File: src/hdl/assert_macros.svh
// Assertion macros shared by the directory RTL.
// Depends on nothing; expects clk_i and rst_ni in the including module.
`ifndef ASSERT_MACROS_SVH
`define ASSERT_MACROS_SVH

// Check a property on every clock edge outside reset.
`define RVD_ASSERT(lbl, prop, msg) \
  lbl: assert property (@(posedge clk_i) disable iff (!rst_ni) prop) else $error(msg);

// Check that a condition implies a property in the next cycle.
`define RVD_ASSERT_NEXT(lbl, cond, prop, msg) \
  lbl: assert property (@(posedge clk_i) disable iff (!rst_ni) (cond) |=> (prop)) \
    else $error(msg);

`endif

File: src/hdl/rvd_pkg.sv
// Shared types, codes and helpers for the region validity directory.
// Used by rvd_order_unit and region_validity_directory; no dependencies.
`timescale 1ns / 1ps

package rvd_pkg;

  localparam int unsigned AddrW = 32;
  localparam int unsigned VldW  = 8;
  localparam logic [2:0]  MaxDevices = 3'd7;

  typedef enum logic [1:0] {
    CMD_INIT = 2'd0,
    CMD_ADD  = 2'd1,
    CMD_SYNC = 2'd2,
    CMD_BAD  = 2'd3
  } cmd_e;

  localparam logic [2:0] ST_OK        = 3'd0;
  localparam logic [2:0] ST_FULL      = 3'd1;
  localparam logic [2:0] ST_BAD_RANGE = 3'd2;
  localparam logic [2:0] ST_BAD_MODE  = 3'd3;
  localparam logic [2:0] ST_BAD_DEV   = 3'd4;

  localparam logic [2:0] CFG_OBJECT_SIZE   = 3'd0;
  localparam logic [2:0] CFG_NUM_DEVICES   = 3'd1;
  localparam logic [2:0] CFG_ALIAS_MASK    = 3'd2;
  localparam logic [2:0] CFG_USE_HOST_PTR  = 3'd3;
  localparam logic [2:0] CFG_COPY_HOST_PTR = 3'd4;

  typedef struct packed {
    logic [AddrW-1:0] start;
    logic [AddrW-1:0] len;
    logic [VldW-1:0]  valid;
  } entry_t;

  typedef struct packed {
    logic            need;
    logic [2:0]      src;
    logic [2:0]      dst;
    logic [VldW-1:0] new_valid;
  } ord_t;

  // Set the host bit and every aliasing device below the host slot.
  function automatic logic [VldW-1:0] host_rule(input logic [VldW-1:0] v,
                                                input logic [2:0] nd,
                                                input logic [6:0] alias_m);
    logic [8:0] low;
    low = (9'd1 << nd) - 9'd1;
    return v | (8'd1 << nd) | ({1'b0, alias_m} & low[7:0]);
  endfunction

endpackage

File: src/hdl/rvd_order_unit.sv
// Copy-order decision and valid-bit update for one chunk.
// Depends on rvd_pkg.
`timescale 1ns / 1ps

module rvd_order_unit import rvd_pkg::*; (
  input  logic [VldW-1:0] v_i,
  input  logic [2:0]      nd_i,
  input  logic [2:0]      dev_i,
  input  logic            devupd_i,
  input  logic            wr_i,
  input  logic [6:0]      alias_mask_i,
  output ord_t            ord_o
);

  logic [VldW-1:0] vm;
  logic [VldW-1:0] vv;
  logic [7:0]      al;
  logic [2:0]      lo;
  logic [VldW-1:0] nv;

  // Find the lowest valid slot among the live bits
  always_comb begin
    vm = 8'hFF >> (3'd7 - nd_i);
    vv = v_i & vm;
    al = {1'b0, alias_mask_i};
    lo = 3'd7;
    for (int b = 7; b >= 0; b--) begin
      if (vv[b]) lo = 3'(b);
    end
  end

  // Decide the order and compute the updated bits
  always_comb begin
    ord_o = '0;
    if (devupd_i) begin
      ord_o.dst = dev_i;
      ord_o.src = vv[nd_i] ? nd_i : lo;
      ord_o.need = (vv != '0) && !vv[dev_i] && !(vv[nd_i] && al[dev_i]);
    end else begin
      ord_o.dst = nd_i;
      ord_o.src = lo;
      ord_o.need = (vv != '0) && !vv[nd_i];
    end
    nv = wr_i ? '0 : v_i;
    if (devupd_i) begin
      nv = nv | (8'd1 << dev_i);
      if (al[dev_i]) nv = host_rule(nv, nd_i, alias_mask_i);
    end else begin
      nv = host_rule(nv, nd_i, alias_mask_i);
    end
    ord_o.new_valid = nv;
  end

endmodule

File: src/hdl/region_validity_directory.sv
// Top level of the region validity directory: chunk table, sequencer, ports.
// Depends on rvd_pkg, rvd_order_unit and assert_macros.svh.
`timescale 1ns / 1ps
//
// Usage: raise start with a command on cmd_i and its operands while busy is
// low; the command is taken at that edge and busy rises on the next cycle.
// Results come back on the res_* ports, one per cycle at most, each marked
// by res_valid_o for exactly one cycle: zero or more copy orders, then one
// status item with last_o set. The receiver cannot stall; results are taken
// as they appear. Configuration registers are written through cfg_valid_i /
// cfg_ready_o with cfg_index_i and cfg_data_i while no command is running.
// Init writes its first entry and then issues its status item. Add-region
// scans the table with a read and an evaluate state per entry; each split
// then moves the entries above the split point with a read and a write
// state per entry and writes the two halves. Sync reads and evaluates each
// entry and, for an overlapping one, emits its copy orders and writes back
// the valid bits. The chunk memory has a write port and a registered read.
// Reset empties the table and loads the default configuration.

module region_validity_directory import rvd_pkg::*; #(
  parameter int unsigned MAX_CHUNKS = 32
) (
  input  logic             clk_i,
  input  logic             rst_ni,
  input  logic             start,
  output logic             busy,
  input  logic [1:0]       cmd_i,
  input  logic [31:0]      offset_i,
  input  logic [31:0]      size_i,
  input  logic             sync_read_i,
  input  logic             sync_write_i,
  input  logic             sync_map_i,
  input  logic [2:0]       device_i,
  output logic             res_valid_o,
  output logic             is_transfer_o,
  output logic [2:0]       src_index_o,
  output logic [2:0]       dst_index_o,
  output logic [31:0]      chunk_offset_o,
  output logic [31:0]      chunk_size_o,
  output logic [2:0]       status_o,
  output logic             last_o,
  input  logic             cfg_valid_i,
  output logic             cfg_ready_o,
  input  logic [2:0]       cfg_index_i,
  input  logic [31:0]      cfg_data_i
);

`include "assert_macros.svh"

  localparam int unsigned CW = $clog2(MAX_CHUNKS + 1);
  localparam int unsigned IW = $clog2(MAX_CHUNKS);

  typedef enum logic [12:0] {
    S_IDLE = 13'b0000000000001,
    S_CHK  = 13'b0000000000010,
    S_RD   = 13'b0000000000100,
    S_EV   = 13'b0000000001000,
    S_EM1  = 13'b0000000010000,
    S_EM2  = 13'b0000000100000,
    S_WB   = 13'b0000001000000,
    S_SPL  = 13'b0000010000000,
    S_SHRD = 13'b0000100000000,
    S_SHWR = 13'b0001000000000,
    S_SPA  = 13'b0010000000000,
    S_SPB  = 13'b0100000000000,
    S_DONE = 13'b1000000000000
  } state_e;

  // Configuration registers
  logic [31:0] object_size_q;
  logic [2:0]  num_devices_q;
  logic [6:0]  alias_mask_q;
  logic        use_host_q;
  logic        copy_host_q;

  // Sequencer and command registers
  state_e      state_q, state_d;
  cmd_e        cmd_q;
  logic [31:0] off_q, len_q, e_q;
  logic        rd_q, wr_q, mp_q;
  logic [2:0]  dev_q;
  logic [CW-1:0] count_q, count_d;
  logic [31:0] te_q, te_d;
  logic [IW-1:0] idx_q, idx_d;
  logic [2:0]  stat_q, stat_d;

  // Current entry during a sync scan
  entry_t      cur_q, cur_d;
  logic [31:0] cur_end_q, cur_end_d;
  logic        p1_q, p1_d, p2_q, p2_d;

  // Split points found during an add scan
  logic        fa_q, fa_d, fb_q, fb_d;
  logic [IW-1:0] ia_q, ia_d, ib_q, ib_d;
  entry_t      a_q, a_d, b_q, b_d;
  logic [31:0] a_end_q, a_end_d, b_end_q, b_end_d;
  logic        sa_q, sa_d, sb_q, sb_d, sp_second_q, sp_second_d;

  // Split engine
  logic [IW-1:0] sp_i_q, sp_i_d;
  logic [CW-1:0] j_q, j_d;
  logic [31:0] sp_pos_q, sp_pos_d, sp_cs_q, sp_cs_d, sp_ce_q, sp_ce_d;
  logic [VldW-1:0] sp_v_q, sp_v_d;

  // Result registers
  logic        res_valid_q, res_valid_d;
  logic        tr_q, tr_d;
  logic [2:0]  src_q, src_d, dst_q, dst_d;
  logic [31:0] coff_q, coff_d, csz_q, csz_d;
  logic [2:0]  rst_q, rst_d;
  logic        last_q, last_d;

  // Chunk memory
  entry_t      mem [MAX_CHUNKS];
  entry_t      rdata_q;
  logic [IW-1:0] raddr;
  logic        we;
  logic [IW-1:0] waddr;
  entry_t      wdata;

  logic [2:0]  nd;
  logic        devupd;
  logic        accept;
  logic        range_bad;
  logic [31:0] r_end;
  logic        last_idx;
  logic [CW-1:0] ip1;
  ord_t        ord;

  assign busy        = (state_q != S_IDLE);
  assign accept      = start && !busy;
  assign cfg_ready_o = !busy;

  assign nd       = (num_devices_q > MaxDevices) ? MaxDevices : num_devices_q;
  assign devupd   = !(mp_q && use_host_q);
  assign r_end    = rdata_q.start + rdata_q.len;
  assign last_idx = ({1'b0, idx_q} == (count_q - CW'(1)));
  assign ip1      = CW'(sp_i_q) + CW'(1);
  assign range_bad = (len_q == '0) || (count_q == '0) || (off_q >= te_q) ||
                     (len_q > (te_q - off_q));

  rvd_order_unit u_order (
    .v_i          (cur_q.valid),
    .nd_i         (nd),
    .dev_i        (dev_q),
    .devupd_i     (devupd),
    .wr_i         (wr_q),
    .alias_mask_i (alias_mask_q),
    .ord_o        (ord)
  );

  // Hold configuration
  always_ff @(posedge clk_i or negedge rst_ni) begin
    if (!rst_ni) begin
      object_size_q <= 32'd4096;
      num_devices_q <= 3'd1;
      alias_mask_q  <= '0;
      use_host_q    <= 1'b0;
      copy_host_q   <= 1'b0;
    end else if (cfg_valid_i && cfg_ready_o) begin
      case (cfg_index_i)
        CFG_OBJECT_SIZE:   object_size_q <= cfg_data_i;
        CFG_NUM_DEVICES:   num_devices_q <= cfg_data_i[2:0];
        CFG_ALIAS_MASK:    alias_mask_q  <= cfg_data_i[6:0];
        CFG_USE_HOST_PTR:  use_host_q    <= cfg_data_i[0];
        CFG_COPY_HOST_PTR: copy_host_q   <= cfg_data_i[0];
        default: ;
      endcase
    end
  end

  // Read and write the chunk memory
  always_ff @(posedge clk_i) begin
    if (we) mem[waddr] <= wdata;
    rdata_q <= mem[raddr];
  end

  always_comb begin
    raddr = (state_q == S_SHRD) ? IW'(j_q - CW'(1)) : idx_q;
  end

  // Advance the sequencer
  always_comb begin
    state_d = state_q;
    count_d = count_q;
    te_d = te_q;
    idx_d = idx_q;
    stat_d = stat_q;
    cur_d = cur_q;
    cur_end_d = cur_end_q;
    p1_d = p1_q;
    p2_d = p2_q;
    fa_d = fa_q;
    fb_d = fb_q;
    ia_d = ia_q;
    ib_d = ib_q;
    a_d = a_q;
    b_d = b_q;
    a_end_d = a_end_q;
    b_end_d = b_end_q;
    sa_d = sa_q;
    sb_d = sb_q;
    sp_second_d = sp_second_q;
    sp_i_d = sp_i_q;
    j_d = j_q;
    sp_pos_d = sp_pos_q;
    sp_cs_d = sp_cs_q;
    sp_ce_d = sp_ce_q;
    sp_v_d = sp_v_q;
    res_valid_d = 1'b0;
    tr_d = 1'b0;
    src_d = '0;
    dst_d = '0;
    coff_d = '0;
    csz_d = '0;
    rst_d = ST_OK;
    last_d = 1'b0;
    we = 1'b0;
    waddr = idx_q;
    wdata = cur_q;

    case (state_q)
      S_IDLE: begin
        if (accept) state_d = S_CHK;
      end
      S_CHK: begin
        stat_d = ST_OK;
        idx_d = '0;
        fa_d = 1'b0;
        fb_d = 1'b0;
        sp_second_d = 1'b0;
        state_d = S_DONE;
        case (cmd_q)
          CMD_INIT: begin
            if (object_size_q == '0) begin
              count_d = '0;
              te_d = '0;
              stat_d = ST_BAD_RANGE;
            end else begin
              we = 1'b1;
              waddr = '0;
              wdata.start = '0;
              wdata.len = object_size_q;
              wdata.valid = use_host_q ? host_rule('0, nd, alias_mask_q) : '0;
              if (copy_host_q && nd != 3'd0) wdata.valid[0] = 1'b1;
              count_d = CW'(1);
              te_d = object_size_q;
            end
          end
          CMD_ADD: begin
            if (range_bad) stat_d = ST_BAD_RANGE;
            else state_d = S_RD;
          end
          CMD_SYNC: begin
            if (!rd_q && !wr_q) stat_d = ST_BAD_MODE;
            else if (dev_q >= nd) stat_d = ST_BAD_DEV;
            else if (range_bad) stat_d = ST_BAD_RANGE;
            else state_d = S_RD;
          end
          default: stat_d = ST_BAD_MODE;
        endcase
      end
      S_RD: begin
        state_d = S_EV;
      end
      S_EV: begin
        if (cmd_q == CMD_ADD) begin
          // Record the chunks holding both region ends
          if (!fa_q && (off_q < r_end)) begin
            fa_d = 1'b1;
            ia_d = idx_q;
            a_d = rdata_q;
            a_end_d = r_end;
          end
          if (!fb_q && (e_q < r_end)) begin
            fb_d = 1'b1;
            ib_d = idx_q;
            b_d = rdata_q;
            b_end_d = r_end;
          end
          if (last_idx) state_d = S_SPL;
          else begin
            idx_d = idx_q + IW'(1);
            state_d = S_RD;
          end
        end else begin
          cur_d = rdata_q;
          cur_end_d = r_end;
          p1_d = rd_q || (rdata_q.start < off_q);
          p2_d = !rd_q && (r_end > e_q);
          if ((rdata_q.start < e_q) && (r_end > off_q)) state_d = S_EM1;
          else if (last_idx) state_d = S_DONE;
          else begin
            idx_d = idx_q + IW'(1);
            state_d = S_RD;
          end
        end
      end
      S_EM1: begin
        if (p1_q && ord.need) begin
          res_valid_d = 1'b1;
          tr_d = 1'b1;
          src_d = ord.src;
          dst_d = ord.dst;
          coff_d = cur_q.start;
          csz_d = rd_q ? cur_q.len : (off_q - cur_q.start);
        end
        state_d = S_EM2;
      end
      S_EM2: begin
        if (p2_q && ord.need) begin
          res_valid_d = 1'b1;
          tr_d = 1'b1;
          src_d = ord.src;
          dst_d = ord.dst;
          coff_d = e_q;
          csz_d = cur_end_q - e_q;
        end
        state_d = S_WB;
      end
      S_WB: begin
        we = 1'b1;
        waddr = idx_q;
        wdata = cur_q;
        wdata.valid = ord.new_valid;
        if (last_idx) state_d = S_DONE;
        else begin
          idx_d = idx_q + IW'(1);
          state_d = S_RD;
        end
      end
      S_SPL: begin
        if (!sp_second_q) begin
          sa_d = (a_q.start != off_q);
          sb_d = fb_q && (b_q.start != e_q);
          if (({1'b0, count_q} + (CW + 1)'(sa_d) + (CW + 1)'(sb_d)) >
              (CW + 1)'(MAX_CHUNKS)) begin
            stat_d = ST_FULL;
            state_d = S_DONE;
          end else begin
            sp_second_d = 1'b1;
            if (sa_d) begin
              sp_i_d = ia_q;
              sp_pos_d = off_q;
              sp_cs_d = a_q.start;
              sp_ce_d = a_end_q;
              sp_v_d = a_q.valid;
              j_d = count_q;
              state_d = (count_q > (CW'(ia_q) + CW'(1))) ? S_SHRD : S_SPA;
            end
          end
        end else if (sb_q) begin
          sb_d = 1'b0;
          sp_i_d = ib_q + IW'(sa_q);
          sp_pos_d = e_q;
          sp_cs_d = (sa_q && (ia_q == ib_q)) ? off_q : b_q.start;
          sp_ce_d = b_end_q;
          sp_v_d = b_q.valid;
          j_d = count_q;
          state_d = (count_q > (CW'(sp_i_d) + CW'(1))) ? S_SHRD : S_SPA;
        end else begin
          state_d = S_DONE;
        end
      end
      S_SHRD: begin
        state_d = S_SHWR;
      end
      S_SHWR: begin
        // Move one entry up by one place
        we = 1'b1;
        waddr = IW'(j_q);
        wdata = rdata_q;
        j_d = j_q - CW'(1);
        state_d = (j_d > ip1) ? S_SHRD : S_SPA;
      end
      S_SPA: begin
        we = 1'b1;
        waddr = sp_i_q;
        wdata.start = sp_cs_q;
        wdata.len = sp_pos_q - sp_cs_q;
        wdata.valid = sp_v_q;
        state_d = S_SPB;
      end
      S_SPB: begin
        we = 1'b1;
        waddr = IW'(ip1);
        wdata.start = sp_pos_q;
        wdata.len = sp_ce_q - sp_pos_q;
        wdata.valid = sp_v_q;
        count_d = count_q + CW'(1);
        state_d = S_SPL;
      end
      S_DONE: begin
        res_valid_d = 1'b1;
        rst_d = stat_q;
        last_d = 1'b1;
        state_d = S_IDLE;
      end
      default: state_d = S_IDLE;
    endcase
  end

  // Control registers
  always_ff @(posedge clk_i or negedge rst_ni) begin
    if (!rst_ni) begin
      state_q <= S_IDLE;
      count_q <= '0;
      res_valid_q <= 1'b0;
    end else begin
      state_q <= state_d;
      count_q <= count_d;
      res_valid_q <= res_valid_d;
    end
  end

  // Payload registers
  always_ff @(posedge clk_i) begin
    if (accept) begin
      cmd_q <= cmd_e'(cmd_i);
      off_q <= offset_i;
      len_q <= size_i;
      e_q <= offset_i + size_i;
      rd_q <= sync_read_i;
      wr_q <= sync_write_i;
      mp_q <= sync_map_i;
      dev_q <= device_i;
    end
    te_q <= te_d;
    idx_q <= idx_d;
    stat_q <= stat_d;
    cur_q <= cur_d;
    cur_end_q <= cur_end_d;
    p1_q <= p1_d;
    p2_q <= p2_d;
    fa_q <= fa_d;
    fb_q <= fb_d;
    ia_q <= ia_d;
    ib_q <= ib_d;
    a_q <= a_d;
    b_q <= b_d;
    a_end_q <= a_end_d;
    b_end_q <= b_end_d;
    sa_q <= sa_d;
    sb_q <= sb_d;
    sp_second_q <= sp_second_d;
    sp_i_q <= sp_i_d;
    j_q <= j_d;
    sp_pos_q <= sp_pos_d;
    sp_cs_q <= sp_cs_d;
    sp_ce_q <= sp_ce_d;
    sp_v_q <= sp_v_d;
    tr_q <= tr_d;
    src_q <= src_d;
    dst_q <= dst_d;
    coff_q <= coff_d;
    csz_q <= csz_d;
    rst_q <= rst_d;
    last_q <= last_d;
  end

  assign res_valid_o    = res_valid_q;
  assign is_transfer_o  = tr_q;
  assign src_index_o    = src_q;
  assign dst_index_o    = dst_q;
  assign chunk_offset_o = coff_q;
  assign chunk_size_o   = csz_q;
  assign status_o       = rst_q;
  assign last_o         = last_q;

  `RVD_ASSERT(a_status_when_idle, (res_valid_o && last_o) |-> !busy, "status item while busy")
  `RVD_ASSERT(a_order_while_busy, (res_valid_o && is_transfer_o) |-> busy, "copy order after end")
  `RVD_ASSERT_NEXT(a_accept_checks, start && !busy, state_q == S_CHK, "request not taken")
  `RVD_ASSERT_NEXT(a_split_grows, state_q == S_SPB, count_q == $past(count_q) + CW'(1), "split lost")

endmodule
File: config.mk
export PLATFORM = sky130hd
export DESIGN_NAME = region_validity_directory
export DESIGN_NICKNAME = d
export VERILOG_FILES = /design/src/hdl/rvd_pkg.sv /design/src/hdl/rvd_order_unit.sv /design/src/hdl/region_validity_directory.sv
export VERILOG_INCLUDE_DIRS = /design/src /design/src/hdl
export SDC_FILE = /design/constraint.sdc
export NUM_CORES = 2
export LEC_CHECK = 0
export BUFFER_PORTS_ARGS = -buffer_cell sky130_fd_sc_hd__buf_2
export CORE_MARGIN = 2
export CORE_UTILIZATION = 45
export CTS_BUF_LIST = sky130_fd_sc_hd__clkbuf_16
export DETAILED_ROUTE_END_ITERATION = 10
export PLACE_DENSITY_LB_ADDON = 0.25
export SKIP_CTS_REPAIR_TIMING = 1
export SYNTH_ARGS = -nofsm -noshare
export SYNTH_HDL_FRONTEND = slang
export SYNTH_HIERARCHICAL = 1
export SYNTH_SLANG_ARGS = --single-unit
File: constraint.sdc
create_clock -name clk_i -period 38.4 [get_ports clk_i]
set_clock_uncertainty 0.2 [all_clocks]
set_input_delay 1.92 -clock clk_i [delete_from_list [all_inputs] [get_ports clk_i]]
set_output_delay 1.92 -clock clk_i [all_outputs]
set_load 0.1 [all_outputs]
==> results.tsv <==
metric	value	unit
outcome	finished with violations	
violations	max-capacitance violations, max-slew violations	
finalHoldViolCount	0	
hpwl	275	mm
root_buffer	clkbuf_16	
tns	0	ns
die_y	549	um
setup_viol	0	
ctsLongestPathBuffers	4	
final_layout_size_suffix_gt1_share	10.4	%
start_util	45.1	%
viasPerCell	6.12	
gp_congestion	1.01	
crit_required	38.70	ns
critPathMaxFanout	7	
die_w	549	um
via_count	90600	
clock-sinks	3039	
powerDensity	58.6	mW/mm^2
p_int	6.09	mW
synth_top_area_cell	edfxtp_1	
worst_slack	30.52	ns
grt_usage	28.2	%
netlist.area_leader.share	63.6	%
cpMaxStageDelayCell	nor4bb_1	
p_leak	54.1	nW
rsz0062_at_grt	no	
dr.pass1.iters	9	
detail_route.wl_per_cell	29.3	um
synthFlopType	edfxtp_1	
seqPwrFrac	44.9	%
synthCells	10400	
final.period_utilization	20.5	%
ant_nets	0	
die-area	0.301	sq mm
worst_pin_slew	1.53	ns
slew_headroom	-3.14	%
grt-ovfl-total	0	
yosys-top-cells-area	edfxtp_1 64%, nand2_1 5.8%, ha_1 3.9%, mux2i_1 2.2%, dfxtp_1 2.2%	
syn_area	0.134	sq mm
arrival	8.18	ns
grt_max_degree	135	
htreeDepth	5	
drt_wl_total	434	mm
layout-area-overhead-vs-synth	12.1	%
cts_buffers	319	
rows	200	
clk_pin_slew	0.06	ns
start_kind	flip-flop	
drc	0	
grt_pass1_wl	619	mm
core-area	0.296	sq mm
r2r_slack	30.52	ns
fillers	25000	
cts_tree	yes	
yosysWarnings	6	
period_needed	7.88	ns
slowest_delay	1.04	ns
grt_pass1_vias	86900	
clkPwrFrac	34.3	%
synth_area_per_cell	12.8	sq um
syn_nets	10900	
io_buffers	188	
ys_seq_area_share	67.0	%
fmax	127	MHz
cp_cell_sequence	ha_1 > o21ai_0 > o211ai_1 > nor4bb_1 > a211o_1 > nand3_1 > and3b_1 > nor3_1 > a311oi_1 > o21ai_0 > a21oi_1 > xnor2_1 > ha_1 > nand4_1 > nor2_1 > a21oi_1 > o211ai_1 > nor4_1 > a2111oi_0 > and3_1 > a21oi_1	
report.final.slew_viol_count	3	
synth_seq_cells	3039	
io_pins	189	
p_sw	2.69	mW
layout.nets	11100	
ir_drop	0.0361	mV
end_kind	flip-flop	
r2r_cells	21	
path_class	reg -> reg	
ys_types	92	
hp-class	reg -> reg	
holdPathStages	1	
worstSkewPairLatency	0.90	ns
maxCapViolations	1	
critPathMostFrequentCell	a21oi_1	
synthArstFlopShare	2.11	%
synth_edf_count	2828	
dpl_worst_slack	30.73	ns
p_sw_share	30.7	%
drt-initial-drc-count	11800	
antenna_found_initial	30	
comb_power_share	20.9	%
==> cell usage after synthesis (148+ instances only) <==
| cell type | count |
|---|---|
| o21ai_0 | 231 |
| nor3_1 | 148 |
| a21oi_1 | 580 |
| nor2_1 | 258 |
| and3_1 | 205 |
| edfxtp_1 | 2828 |
| ha_1 | 412 |
| clkbuf_1 | 370 |
| mux2i_1 | 299 |
| nand3_1 | 488 |
| nand2_1 | 2062 |
| xnor2_1 | 193 |
| inv_1 | 263 |
==> routing by layer <==
metal	wire [um]	global-route usage [%]
met2	199000	44.2
met3	38100	4.14
met1	178000	39.2
met4	19400	11.9
met5	39	0
==> layout make-up <==
type	instances	area [sq um]	area share (%)
Multi-Input combinational cell	6533	41300	27.6
Clock buffer	332	8310	5.55
Tap cell	3939	4930	3.29
Antenna cell	8	20.0	0.0134
Inverter	265	997	0.666
Clock inverter	236	1710	1.14
Sequential cell	3039	89500	59.8
Timing Repair Buffer	442	2960	1.98
==> power by group through the flow <==
stage / Clock [mW] / Combinational, mW / Sequential [mW]
6_report: 3.01 / 1.83 / 3.94
4_1_cts: 3.04 / 1.81 / 3.93
3_3_place_gp: 0 / 1.78 / 3.99
3_5_place_dp: 0 / 1.80 / 4.00
5_1_grt: 3.17 / 1.96 / 3.94
2_1_floorplan: 0 / 1.14 / 3.91
==> flip-flops by register name, summed over array words and instances, names as in the netlist, 7 cells and up <==
signal          flops
cur_end_q          32
e_q                32
rdata_q            72
state_q            13
b_q                40
sp_cs_q            32
chunk_offset_o     32
a_end_q            32
chunk_size_o       32
sp_pos_q           32
mem              2304
len_q              32
cur_q              72
b_end_q            32
sp_ce_q            32
sp_v_q              8
off_q              32
te_q               32
alias_mask_q        7
object_size_q      32
a_q                40
==> critical path, delay by kind of cell, from the launching register on <==
kind	cells	cell delay (ns)
AND/OR/NAND/NOR	8	3.08
AO/OA/AOI/OAI	10	2.58
adder cells (fa/ha/maj)	2	0.73
XOR/XNOR	1	0.47
flip-flops	1	0.41
==> final timing paths <==
| path | startpoint | to |
|---|---|---|
| setup / recovery | rdata_q[43] | idx_q[0] |
| hold / removal | stat_q[1] | status_o[1] |
| setup reg to reg | rdata_q[43] | idx_q[0] |
| hold reg to reg | stat_q[1] | status_o[1] |
| max in group asynchronous | rst_ni | alias_mask_q[3] |
| min in group asynchronous | rst_ni | state_q[7] |
==> cell families (layout without fill, tap and decap cells) <==
logic type | Yosys count | after routing | synth area share, %
xor gates and xnor gates | 274 | 274 | 1.80
and+or+nand+nor | 3489 | 3489 | 11.5
muxes | 419 | 419 | 3.47
adders and majority gates | 420 | 420 | 3.98
AOI/OAI and AO/OA | 1931 | 1931 | 9.66
buffers and inverters | 832 | 1275 | 2.64
other | 0 | 8 | 0
DFF | 3039 | 3039 | 67.0
==> cell usage in the layout, fill, tap and decap left out, types with 46 or more instances in the layout <==
cell	count
edfxtp_1	2828
nand2_1	2059
a21oi_1	579
nand3_1	486
ha_1	412
clkbuf_16	332
inv_1	321
mux2i_1	296
buf_4	246
o21ai_0	227
nor2_1	224
and3_1	204
xnor2_1	193
buf_2	187
dfxtp_1	147
nor3_1	144
a21o_1	129
a31oi_1	129
a311oi_1	108
o22ai_1	105
o221ai_1	104
mux2_2	91
xor2_1	81
nand4_1	71
clkinv_1	71
a222oi_1	69
dfrtp_1	61
nand2b_1	55
nor2b_1	55
clkinv_2	48
a2111oi_0	47
o21a_1	46
a221oi_1	46
==> through the flow <==
step | utilization [%] | cell area, sq um | total power [mW] | std cells | hold slack (ns)
2_1_floorplan | - | 134000 | 5.04 | 10400 | 0.220
3_3_place_gp | 47.2 | 140000 | 5.78 | 14200 | 0.243
3_5_place_dp | 47.2 | 140000 | 5.79 | 14200 | 0.250
4_1_cts | 50.6 | 150000 | 8.78 | 14800 | 0.269
5_1_grt | 50.6 | 150000 | 9.08 | 14800 | 0.292
6_report | 50.6 | 150000 | 8.78 | 14800 | 0.262
No activity file was read; power rests on OpenSTA's default activity.
